==> src/hw/rtl/pfce_ram.sv <==
// ----------------------------------------------------------------------------
// pfce_ram
// Generic simple dual-port RAM: one write port, one read port, registered read.
// ----------------------------------------------------------------------------
module pfce_ram #(
	parameter int WIDTH = 8,
	parameter int DEPTH = 16,
	localparam int AW = (DEPTH > 1) ? $clog2(DEPTH) : 1
) (
	input  logic             clk,
	input  logic             we,
	input  logic [AW-1:0]    waddr,
	input  logic [WIDTH-1:0] wdata,
	input  logic             re,
	input  logic [AW-1:0]    raddr,
	output logic [WIDTH-1:0] rdata
);

	logic [WIDTH-1:0] mem [DEPTH];

	always_ff @(posedge clk) begin
		if (we) begin
			mem[waddr] <= wdata;
		end
		if (re) begin
			rdata <= mem[raddr];
		end
	end

endmodule

==> config.mk <==
export PLATFORM = sky130hd
export DESIGN_NAME = pfce_ram
export DESIGN_NICKNAME = d
export VERILOG_FILES = /design/src/hw/rtl/pfce_ram.sv
export SDC_FILE = /design/constraint.sdc
export NUM_CORES = 1
export LEC_CHECK = 0
export BUFFER_PORTS_ARGS = -buffer_cell sky130_fd_sc_hd__buf_4
export CAP_MARGIN = 25
export CORE_ASPECT_RATIO = 0.5
export CORE_MARGIN = 3
export CORE_UTILIZATION = 40
export CTS_CLUSTER_SIZE = 12
export DETAILED_ROUTE_END_ITERATION = 8
export HOLD_SLACK_MARGIN = 0.1
export PLACE_DENSITY = 0.57
export SYNTH_ARGS = -nofsm -noshare
export SYNTH_HDL_FRONTEND = slang
export SYNTH_SLANG_ARGS = --single-unit
==> constraint.sdc <==
create_clock -name clk -period 2.2 [get_ports clk]
set_input_delay 0.11 -clock clk [delete_from_list [all_inputs] [get_ports clk]]
set_output_delay 0.11 -clock clk [all_outputs]
set_load 0.02 [all_outputs]
==> impl_results.md, run 1 <==
* Global route overflow at 0
* Fin crit period at 1.619 ns
* Crit path cell chain: mux4_1, a22oi_1, nand2_1
* Final Core Density at between 50% and 60%
* Worst Tran Pin Value at approximately 0.81 ns
* Post-detail-place hpwl at 6632 um
* Crit-path leading delay family: multiplexers
* Clk pin slew, worst setup/hold paths at roughly 0.06 ns
* VDD IR max at slightly above 0.5 mV
* Number of global-route vias before repair at about 2600
* Status: finished clean
* Fraction of layout cells with a size suffix above 1 at 30.33%
* Worst Skew at between 0.01 and 0.015 ns
* Critical Path RT at around 2.4 ns
* Flop2flop setup slack at 0.58 ns
* Design area at 6305 um2
* Antenna violations before repair at 0
* Worst-case clock buffer depth at 2
* Filler Cell Count at 965
* Max-slew violation count at 0
* Count of cell types in the netlist at 18
* CP max stage delay at 0.55 ns
* Detailed Route Iter0 Violations at 210
* Post-CTS Setup Bufs at 0
* Worst Path Class, Setup: register to register
* Io pins at 27
* Worst Hold End: mem[12][4]$_DFFE_PP_
* First-pass GRT wire length at between 15000 and 20000 um
* Worst rel slew slack at a little under half
* TritonCTS buffer count at 17
* Gr usage total at 15.93%
* CTS sink count at 136
* Final Hold Vio Count at 0
* Die Ht at 86.84 um
* Reg2reg end: rdata[3]$_DFFE_PP_
* Synth Warn # at 0
* DIE AREA at between 10000 and 15000 um2
* Drt pass-1 iters at 5
* Synth Cell Area at 5228 um2
* Setup tns final at 0 ns
* Routed Antenna Nets at 0
* Hold crit path type: input pin to register
* Nets at 310
* Cell taking the most area after synthesis: edfxtp_1
* Tcrit/Tclk final at 73.60%
* Core footprint at 12260 um2
* Die Span X at 167.7 um
* Data arrival, critical path at 1.77 ns
* Area growth syn-to-layout at 20.61%
* Worst hold path depth at 3
* Startpoint types: register
* Unrepaired setup endpoints after global routing: no
* R2R depth at 3
* Post-Route WL at between 10000 and 15000 um
* Area post-placement at 5678 um2
* Synth top area cells: edfxtp_1 (78%), mux4_2 (7.8%), mux4_1 (7.0%)
* Remaining DRCs at 0
* Register area share after synthesis at about 78%
* Worst-Skew Late Latency at 0.41 ns
* Hold path start: waddr[0]
* Worst path slowest cell: mux4_1
* Seq cells post-synth at approximately 140
* Syn Nets at ~250
* # diodes at 0
* Final setup vio count at 0
* Clock Root Buffer: clkbuf_16
* Post-synth top area share at just under 80%
* Via-to-Cell Ratio at 5.355
* Worst Path Buf+Inv at 0
* Maximum number of pins on one net before global-route repair at 33
* Max-cap violations at 0
* Starting Density at 42.63%
* Crit path capture type: register
* Synth Area per Inst at 22.83 um2
* CTS H-Tree Depth at 4
* Port buffer count at 26
* Leak at 0.002134 uW
* Reg-to-Reg Start: mem[5][3]$_DFFE_PP_
* Worst Path Max Fanout at 1
* GP Congestion at 0.7304
* Wire length per cell at between 20 and 25 um
* Syn Inst Count at about 230
* CTS tree: built
* Via count at 2490
* Pwr/cell area at around 930 nW/um2
* Num rows at 28
* Fmax at 617.6 MHz
[cells by family after synthesis]
kind of cell / after synthesis / share of synthesized area, %
and+or+nand+nor: 35 / 3.136
DFF: 136 / 78.12
AOI/OAI and AO/OA: 16 / 2.298
buffers and inverters: 10 / 1.651
muxes: 32 / 14.79
[worst max path at each step]
stage | startpoint | endpoint | cells after the start
2_1_floorplan | waddr[2] | mem[0][0]$_DFFE_PP_ | 2
3_3_place_gp | raddr[0] | rdata[5]$_DFFE_PP_ | 5
3_5_place_dp | raddr[0] | rdata[4]$_DFFE_PP_ | 5
4_1_cts | mem[0][3]$_DFFE_PP_ | rdata[3]$_DFFE_PP_ | 3
5_1_grt | mem[5][3]$_DFFE_PP_ | rdata[3]$_DFFE_PP_ | 3
6_report | mem[5][3]$_DFFE_PP_ | rdata[3]$_DFFE_PP_ | 3
[timing repair]
action,CTS,global route
hold buffers,9,0
endpoints found under the hold margin,136,0
endpoints found under the setup margin,0,0
resized for setup,0,0
[layer usage]
layer | up-vias | GRT usage, % | share of wire, %
met5 | - | 0 | 0
met4 | 0 | 5.419 | 1.0
met3 | 9 | 5.148 | 7.3
met2 | 69 | 22.85 | 45
met1 | 1310 | 23.21 | 47
li1 | 1102 | - | -
[through the flow]
| step | instances | hold slack (ns) | worst slack (ns) | power (uW) |
|---|---|---|---|---|
| detailed placement | 428 | 0.4170 | 0.3674 | 3287 |
| global route | 465 | 0.2311 | 0.5432 | 6050 |
| floorplan | 229 | 0.2089 | 0.5971 | 3148 |
| global placement | 428 | 0.4014 | 0.3955 | 3274 |
| finish | 465 | 0.2289 | 0.5808 | 5850 |
| CTS | 465 | 0.2121 | 0.6246 | 5899 |
[Yosys cell counts]
master / n
a22oi_1: 16
and2_1: 1
and2b_1: 1
buf_2: 3
buf_4: 1
buf_6: 3
clkdlybuf4s25_2: 3
edfxtp_1: 136
mux4_1: 14
mux4_2: 18
nand2_1: 9
nand2b_1: 2
nand3_1: 1
nand3b_1: 2
nor2_1: 13
nor2b_1: 1
nor3_1: 4
or3b_2: 1
[state kept, by name, indices dropped and copies added (netlist names)]
| name | count |
|---|---|
| mem | 128 |
| rdata | 8 |
[tightest hold or removal path: cells and delay by family]
| kind | cells | cell delay, ns |
|---|---|---|
| buffers and inverters | 2 | 0.30 |
| and+or+nand+nor | 1 | 0.05 |
[layout make-up]
cell class	count	area (um2)	area share, %
clock inverters	11	111.4	1.766
flip-flops and latches	136	4084	64.77
repair buffers	53	420.4	6.668
well taps	165	206.4	3.274
multi-input cells	83	1057	16.77
clock buffers	17	425.4	6.747
[power by group]
part	internal, uW	switching (uW)	total, uW
clock	1620	982	2610
combinational	135	173	308
sequential	2920	15.6	2940
total	4680	1170	5850
[cells in the final DEF (no fill, tap or decap)]
cell,n
and2_1,1
or3b_2,1
buf_4,44
nor3_1,4
a22oi_1,16
nand2_1,9
dlygate4sd3_1,9
nor2b_1,1
clkinvlp_4,1
nor2_1,13
clkinv_2,7
and2b_1,1
edfxtp_1,136
nand2b_1,2
clkbuf_16,17
mux4_1,14
nand3b_1,2
mux4_2,18
nand3_1,1
clkinv_4,1
bufinv_16,2
Note: power is estimated with default switching activity, not from simulation.
==> inputs of run 2 (changes only) <==
==> constraint.sdc (replaced) <==
create_clock -name clk -period 1.6 [get_ports clk]
set_input_delay 0.08 -clock clk [delete_from_list [all_inputs] [get_ports clk]]
set_output_delay 0.08 -clock clk [all_outputs]
set_load 0.02 [all_outputs]
==> run 2 against run 1 <==
  * Die area did not move
  * Combinational power rose by 50%
  * Critical path depth rose by 1
==> impl_results.md, run 2 (synthesis gave the netlist of run 1 again) <==
* Via count at 2579 (+3.6%)
* Core footprint at 12260 um2 (unchanged)
* Fin crit period at 1.569 ns (-0.05054 ns)
* CTS sink count at 136 (unchanged)
* Crit path capture type: register
* Internal power at 7141 uW (+53%)
* Hold path start: waddr[0]
* Largest regs: mem (128), rdata (8)
* Final Hold Vio Count at 0 (unchanged)
* Maximum number of pins on one net before global-route repair at 20 (-39%)
* Flop2flop setup slack at 0.03 ns (-0.55 ns)
* Via-to-Cell Ratio at 5.362 (+0.13%)
* Comb power frac at 5.3% (about the same)
* Num rows at 28 (unchanged)
* Io pins at 27 (unchanged)
* Worst Path Max Fanout at 1 (unchanged)
* GP Congestion at 0.7209 (-1.3%)
* Status: finished clean
* Worst hold path depth at 3 (unchanged)
* Gr usage total at 16.11% (+0.17 points)
* Biggest register: mem
* Most common cell after layout, fill and taps aside: edfxtp_1
* Post-CTS Setup Bufs at 0 (unchanged)
* Sw Share at 18.43% (-1.6 points)
* First-pass GRT wire length at 16520 um (+1.8%)
* Commonest cells after routing, fill and taps aside: edfxtp_1 (136), buf_4 (55), mux4_2 (19)
* R2R depth at 4 (+1)
* Reg2reg end: rdata[5]$_DFFE_PP_
* Seq pwr share at 46.1% (-4.1 points)
* Worst rel slew slack at 72.22% (+26 points)
* Final setup vio count at 0 (unchanged)
* Worst Hold End: mem[4][3]$_DFFE_PP_
* # diodes at 0 (unchanged)
* CTS tree: built
* Clock Root Buffer: clkbuf_16
* Number of global-route vias before repair at 2648 (+2.5%)
* CTS H-Tree Depth at 4 (unchanged)
* Data arrival, critical path at 1.72 ns (-0.05 ns)
* Power share of the clock group at 48.6% (+4.1 points)
* Remaining DRCs at 0 (unchanged)
* Hold slack final at 0.2000 ns (-0.02883 ns)
* Worst-Skew Late Latency at 0.41 ns (about the same)
* Port buffer count at 26 (unchanged)
* Leak at 0.002242 uW (+5.1%)
* Pre-CTS WS at -0.1137 ns (-0.4811 ns)
* Nets at 323 (+4.2%)
* Setup slack after layout at 0.03138 ns (-0.5495 ns)
* Clk pin slew, worst setup/hold paths at 0.05 ns (about the same)
* Antenna violations before repair at 0 (unchanged)
* Startpoint types: register
* Wire length per cell at 22.42 um (-2.1%)
* Hold crit path type: input pin to register
* Worst Skew at 0.006534 ns (-0.005104 ns)
* Pwr/cell area at 1339 nW/um2 (+44%)
* Tcrit/Tclk final at 98.04% (+24 points)
* DIE AREA at 14560 um2 (unchanged)
* Unrepaired setup endpoints after global routing: no
* Routed Antenna Nets at 0 (unchanged)
* Max-cap violations at 0 (unchanged)
* Max reg flops at 128 (unchanged)
* Max-slew violation count at 0 (unchanged)
* Reg-to-Reg Start: mem[2][5]$_DFFE_PP_
* Worst-case clock buffer depth at 2 (unchanged)
* Fraction of layout cells with a size suffix above 1 at 32.91% (+2.6 points)
* Die Span X at 167.7 um (unchanged)
* Starting Density at 42.63% (unchanged)
* VDD IR max at 0.7419 mV (+47%)
* Drt pass-1 iters at 4 (-1)
* Post-detail-place hpwl at 6840 um (+3.1%)
* Worst Path Class, Setup: register to register
* Detailed Route Iter0 Violations at 256 (+22%)
* Fmax at 637.5 MHz (+3.2%)
* Die Ht at 86.84 um (unchanged)
* Worst Tran Pin Value at 0.4167 ns (-0.3895 ns)
* Critical Path RT at 1.75 ns (-0.60 ns)
* TritonCTS buffer count at 17 (unchanged)
* Area growth syn-to-layout at 25.08%
* P_sw at 1613 uW (+38%)
* Global route overflow at 0 (unchanged)
* Post-Route WL at 10780 um (+1.2%)
==> run 2: changes by cell type in the layout (fill, tap and decap cells not counted), sizes merged <==
| cell | delta |
|---|---|
| clkbuf | +5 |
| buf | +13 |
| clkinvlp | -1 |
| clkinv | -5 |
| bufinv | +4 |
==> run 2: power groups by stage <==
stage          Combinational [uW]  Clock (uW)  Sequential, uW
2_1_floorplan                 203           0            4130
3_3_place_gp                  434           0            4110
3_5_place_dp                  446           0            4110
4_1_cts                       467        4340            4040
5_1_grt                       498        4500            4040
6_report                      463        4250            4040
==> run 2: what timing repair did <==
action | 4_1_cts | 5_1_grt
hold buffers | 9 | 0
gates cloned | 0 | 0
endpoints found under the setup margin | 1 | 2
resized for setup | 1 | 2
endpoints found under the hold margin | 136 | 0
==> run 2: routing by layer <==
metal | vias to the layer above | GRT usage (%) | wire length [um]
met1 | 1374 | 23.40 | 5098
met5 | - | 0 | 0
met2 | 68 | 23.70 | 4884
met3 | 9 | 4.510 | 699
li1 | 1128 | - | -
met4 | 0 | 5.568 | 99
==> run 2: worst max-delay path, cell delays in order, from the launching register on <==
cell	delay, ns
edfxtp_1	0.37
mux4_2	0.49
a22oi_2	0.23
buf_4	0.16
nand2_1	0.06
==> run 2: final cells by class <==
| class | instances | area (um2) |
|---|---|---|
| clock buffer | 22 | 444.2 |
| clock inverter | 9 | 197.7 |
| fill | 942 | 5723 |
| multi-input combinational | 83 | 1064 |
| sequential | 136 | 4084 |
| tap | 165 | 206.4 |
| timing repair buffer | 66 | 543.0 |
==> run 2: per-stage QoR <==
stage	instances	instance area [um2]	TNS (ns)	power (uW)	utilization (%)
floorplan	229	5228	0	4329	-
global placement	441	5801	-0.2891	4541	47.31
detailed placement	441	5801	-0.3857	4555	47.31
CTS	481	6538	0	8841	53.32
global route	481	6539	0	9040	53.33
finish	481	6539	0	8754	53.33
==> run 2: how the worst max path moves through the flow <==
stage	slack, ns	cells past startpoint	end	startpoint
finish	0.03	4	rdata[5]$_DFFE_PP_	mem[2][5]$_DFFE_PP_
global route	0.01	4	rdata[5]$_DFFE_PP_	mem[2][5]$_DFFE_PP_
CTS	0.009	4	rdata[5]$_DFFE_PP_	mem[2][5]$_DFFE_PP_
detailed placement	-0.11	5	rdata[2]$_DFFE_PP_	raddr[0]
global placement	-0.12	5	rdata[2]$_DFFE_PP_	raddr[0]
floorplan	0.03	2	mem[0][0]$_DFFE_PP_	waddr[2]
==> inputs of run 3 (changes only) <==
--- a/config.mk
+++ b/config.mk
@@ -13,7 +13,6 @@
 export CTS_CLUSTER_SIZE = 12
 export DETAILED_ROUTE_END_ITERATION = 8
 export HOLD_SLACK_MARGIN = 0.1
-export PLACE_DENSITY = 0.57
 export SYNTH_ARGS = -nofsm -noshare
 export SYNTH_HDL_FRONTEND = slang
 export SYNTH_SLANG_ARGS = --single-unit
==> run 3 against run 2 <==
  * Count of clock-buffer cells in the layout shrank 2
  * Via count is 4.0% lower
  * Clock skew increased by 0.0019 ns
  * Worst setup slack improved by 0.050 ns
  * Sequential cell count stayed put
  * Cell area increased by 0.23%
  * Power is 2.2% lower
  * Worst hold slack about the same
  * Critical path type unchanged
  * Critical endpoint is now rdata[4]$_DFFE_PP_
==> impl_results.md, run 3 (synthesis gave the netlist of run 1 again) <==
* First-pass GRT wire length at 16100 um (-2.5%)
* Worst-Skew Late Latency at 0.41 ns (about the same)
* Port buffer count at 26 (unchanged)
* Fmax at 658.3 MHz (+3.3%)
* Pwr/cell area at 1306 nW/um2 (-2.4%)
* Largest regs: mem (128), rdata (8)
* Biggest register: mem
* Remaining DRCs at 0 (unchanged)
* Via-to-Cell Ratio at 5.180 (-3.4%)
* Worst rel slew slack at 70.04% (-2.2 points)
* Io pins at 27 (unchanged)
* CTS sink count at 136 (unchanged)
* GR peak layer: met2
* CTS tree: built
* Hold crit path type: input pin to register
* Drt pass-1 iters at 4 (unchanged)
* Data arrival, critical path at 1.68 ns (-0.04 ns)
* Maximum number of pins on one net before global-route repair at 17 (-15%)
* Flop2flop setup slack at 0.08 ns (+0.05 ns)
* Final Hold Vio Count at 0 (unchanged)
* Detailed Route Iter0 Violations at 181 (-29%)
* R2R depth at 4 (unchanged)
* Post-Route WL at 10590 um (-1.8%)
* Fraction of layout cells with a size suffix above 1 at 32.59% (-0.32 points)
* Worst hold path depth at 3 (unchanged)
* Worst-case clock buffer depth at 2 (unchanged)
* Worst Path Class, Setup: register to register
* Via count at 2476 (-4.0%)
* Global route overflow at 0 (unchanged)
* Area post-placement at 5828 um2 (+0.47%)
* VDD IR max at 0.8733 mV (+18%)
* Design area at 6554 um2 (+0.23%)
* Tcrit/Tclk final at 94.94% (-3.1 points)
* Met3 Use GR at 3.872% (-0.64 points)
* Hold slack final at 0.1998 ns (-0.0001930 ns)
* Max-slew violation count at 0 (unchanged)
* Gr usage total at 15.62% (-0.48 points)
* Hold path start: waddr[0]
* Filler Cell Count at 908 (-3.6%)
* Routed Antenna Nets at 0 (unchanged)
* Worst Hold End: mem[0][0]$_DFFE_PP_
* GP Congestion at 0.7672 (+6.4%)
* Die Span X at 167.7 um (unchanged)
* Clock Root Buffer: clkbuf_16
* Commonest cells after routing, fill and taps aside: edfxtp_1 (136), buf_4 (48), mux4_2 (18)
* Reg2reg end: rdata[4]$_DFFE_PP_
* Status: finished clean
* Num rows at 28 (unchanged)
* Max-cap violations at 0 (unchanged)
* Met2 usage at 23.48% (-0.22 points)
* Startpoint types: register
* Worst Tran Pin Value at 0.4494 ns (+0.03271 ns)
* Setup tns final at 0 ns (unchanged)
* Fin crit period at 1.519 ns (-0.04956 ns)
* Leak at 0.002238 uW (-0.18%)
* Starting Density at 42.63% (unchanged)
* Core footprint at 12260 um2 (unchanged)
* Antenna violations before repair at 0 (unchanged)
* DIE AREA at 14560 um2 (unchanged)
* TritonCTS buffer count at 17 (unchanged)
* Clk pin slew, worst setup/hold paths at 0.06 ns (about the same)
* Reg-to-Reg Start: mem[3][4]$_DFFE_PP_
* Max reg flops at 128 (unchanged)
* Wire length per cell at 22.15 um (-1.2%)
* Critical Path RT at 1.76 ns (about the same)
* # diodes at 0 (unchanged)
* Nets at 320 (-0.93%)
* Area growth syn-to-layout at 25.37%
* Number of global-route vias before repair at 2675 (+1.0%)
* Worst Skew at 0.008398 ns (+0.001864 ns)
* Unrepaired setup endpoints after global routing: no
* Post-CTS Setup Bufs at 0 (unchanged)
* CTS H-Tree Depth at 4 (unchanged)
* Overall Power at 8560 uW (-2.2%)
* Die Ht at 86.84 um (unchanged)
* Worst Path Max Fanout at 1 (unchanged)
* Most common cell after layout, fill and taps aside: edfxtp_1
* Crit path capture type: register
* Post-detail-place hpwl at 6681 um (-2.3%)
* Final setup vio count at 0 (unchanged)
* Met1 Use GR at 22.39% (-1.0 points)
run 3: final cells by class:
class | count | area, um2 | area share [%]
Multi-Input combinational cell | 83 | 1077 | 16.44
Tap cell | 165 | 206.4 | 3.150
Timing Repair Buffer | 63 | 570.5 | 8.706
Clock inverter | 11 | 178.9 | 2.730
Sequential cell | 136 | 4084 | 62.31
Clock buffer | 20 | 436.7 | 6.663
run 3: repair_timing:
item | in CTS | in global routing
resized for setup | 0 | 4
endpoints found under the hold margin | 136 | 0
hold buffers | 9 | 0
endpoints found under the setup margin | 0 | 4
run 3: worst max path at each step:
stage                              from                   to  slack, ns  depth (start not counted)
floorplan                      waddr[2]  mem[0][0]$_DFFE_PP_       0.03                          2
global placement               raddr[0]   rdata[0]$_DFFE_PP_       -0.1                          6
detailed placement             raddr[0]   rdata[0]$_DFFE_PP_      -0.09                          6
CTS                 mem[0][3]$_DFFE_PP_   rdata[3]$_DFFE_PP_       0.02                          3
global route        mem[3][4]$_DFFE_PP_   rdata[4]$_DFFE_PP_       0.02                          4
finish              mem[3][4]$_DFFE_PP_   rdata[4]$_DFFE_PP_       0.08                          4
run 3: power by group:
| group | internal (uW) | switching (uW) | leakage (uW) | total, uW |
|---|---|---|---|---|
| Clock | 2730 | 1320 | 0.000296 | 4050 |
| Sequential | 4020 | 21.1 | 0.00124 | 4040 |
| Combinational | 226 | 249 | 0.000706 | 475 |
run 3: per-stage QoR:
stage	worst slack, ns	util, %	instances
final	0.08094	53.45	478
after global routing	0.02244	53.45	478
after global placement	-0.09893	47.53	438
after CTS	0.02056	53.29	478
after detailed placement	-0.09192	47.53	438
after floorplan	0.02713	-	229
run 3: per-layer routing:
metal	vias up	part of all wire [%]
met3	5	8.2
met5	-	0
met1	1260	45
met4	0	0.71
met2	88	46
li1	1123	-
run 3: worst max-delay path: stages (launching register included):
cell and delay [ns]:
edfxtp_1 0.37, mux4_2 0.47, a22oi_1 0.22, buf_4 0.16, nand2_1 0.05
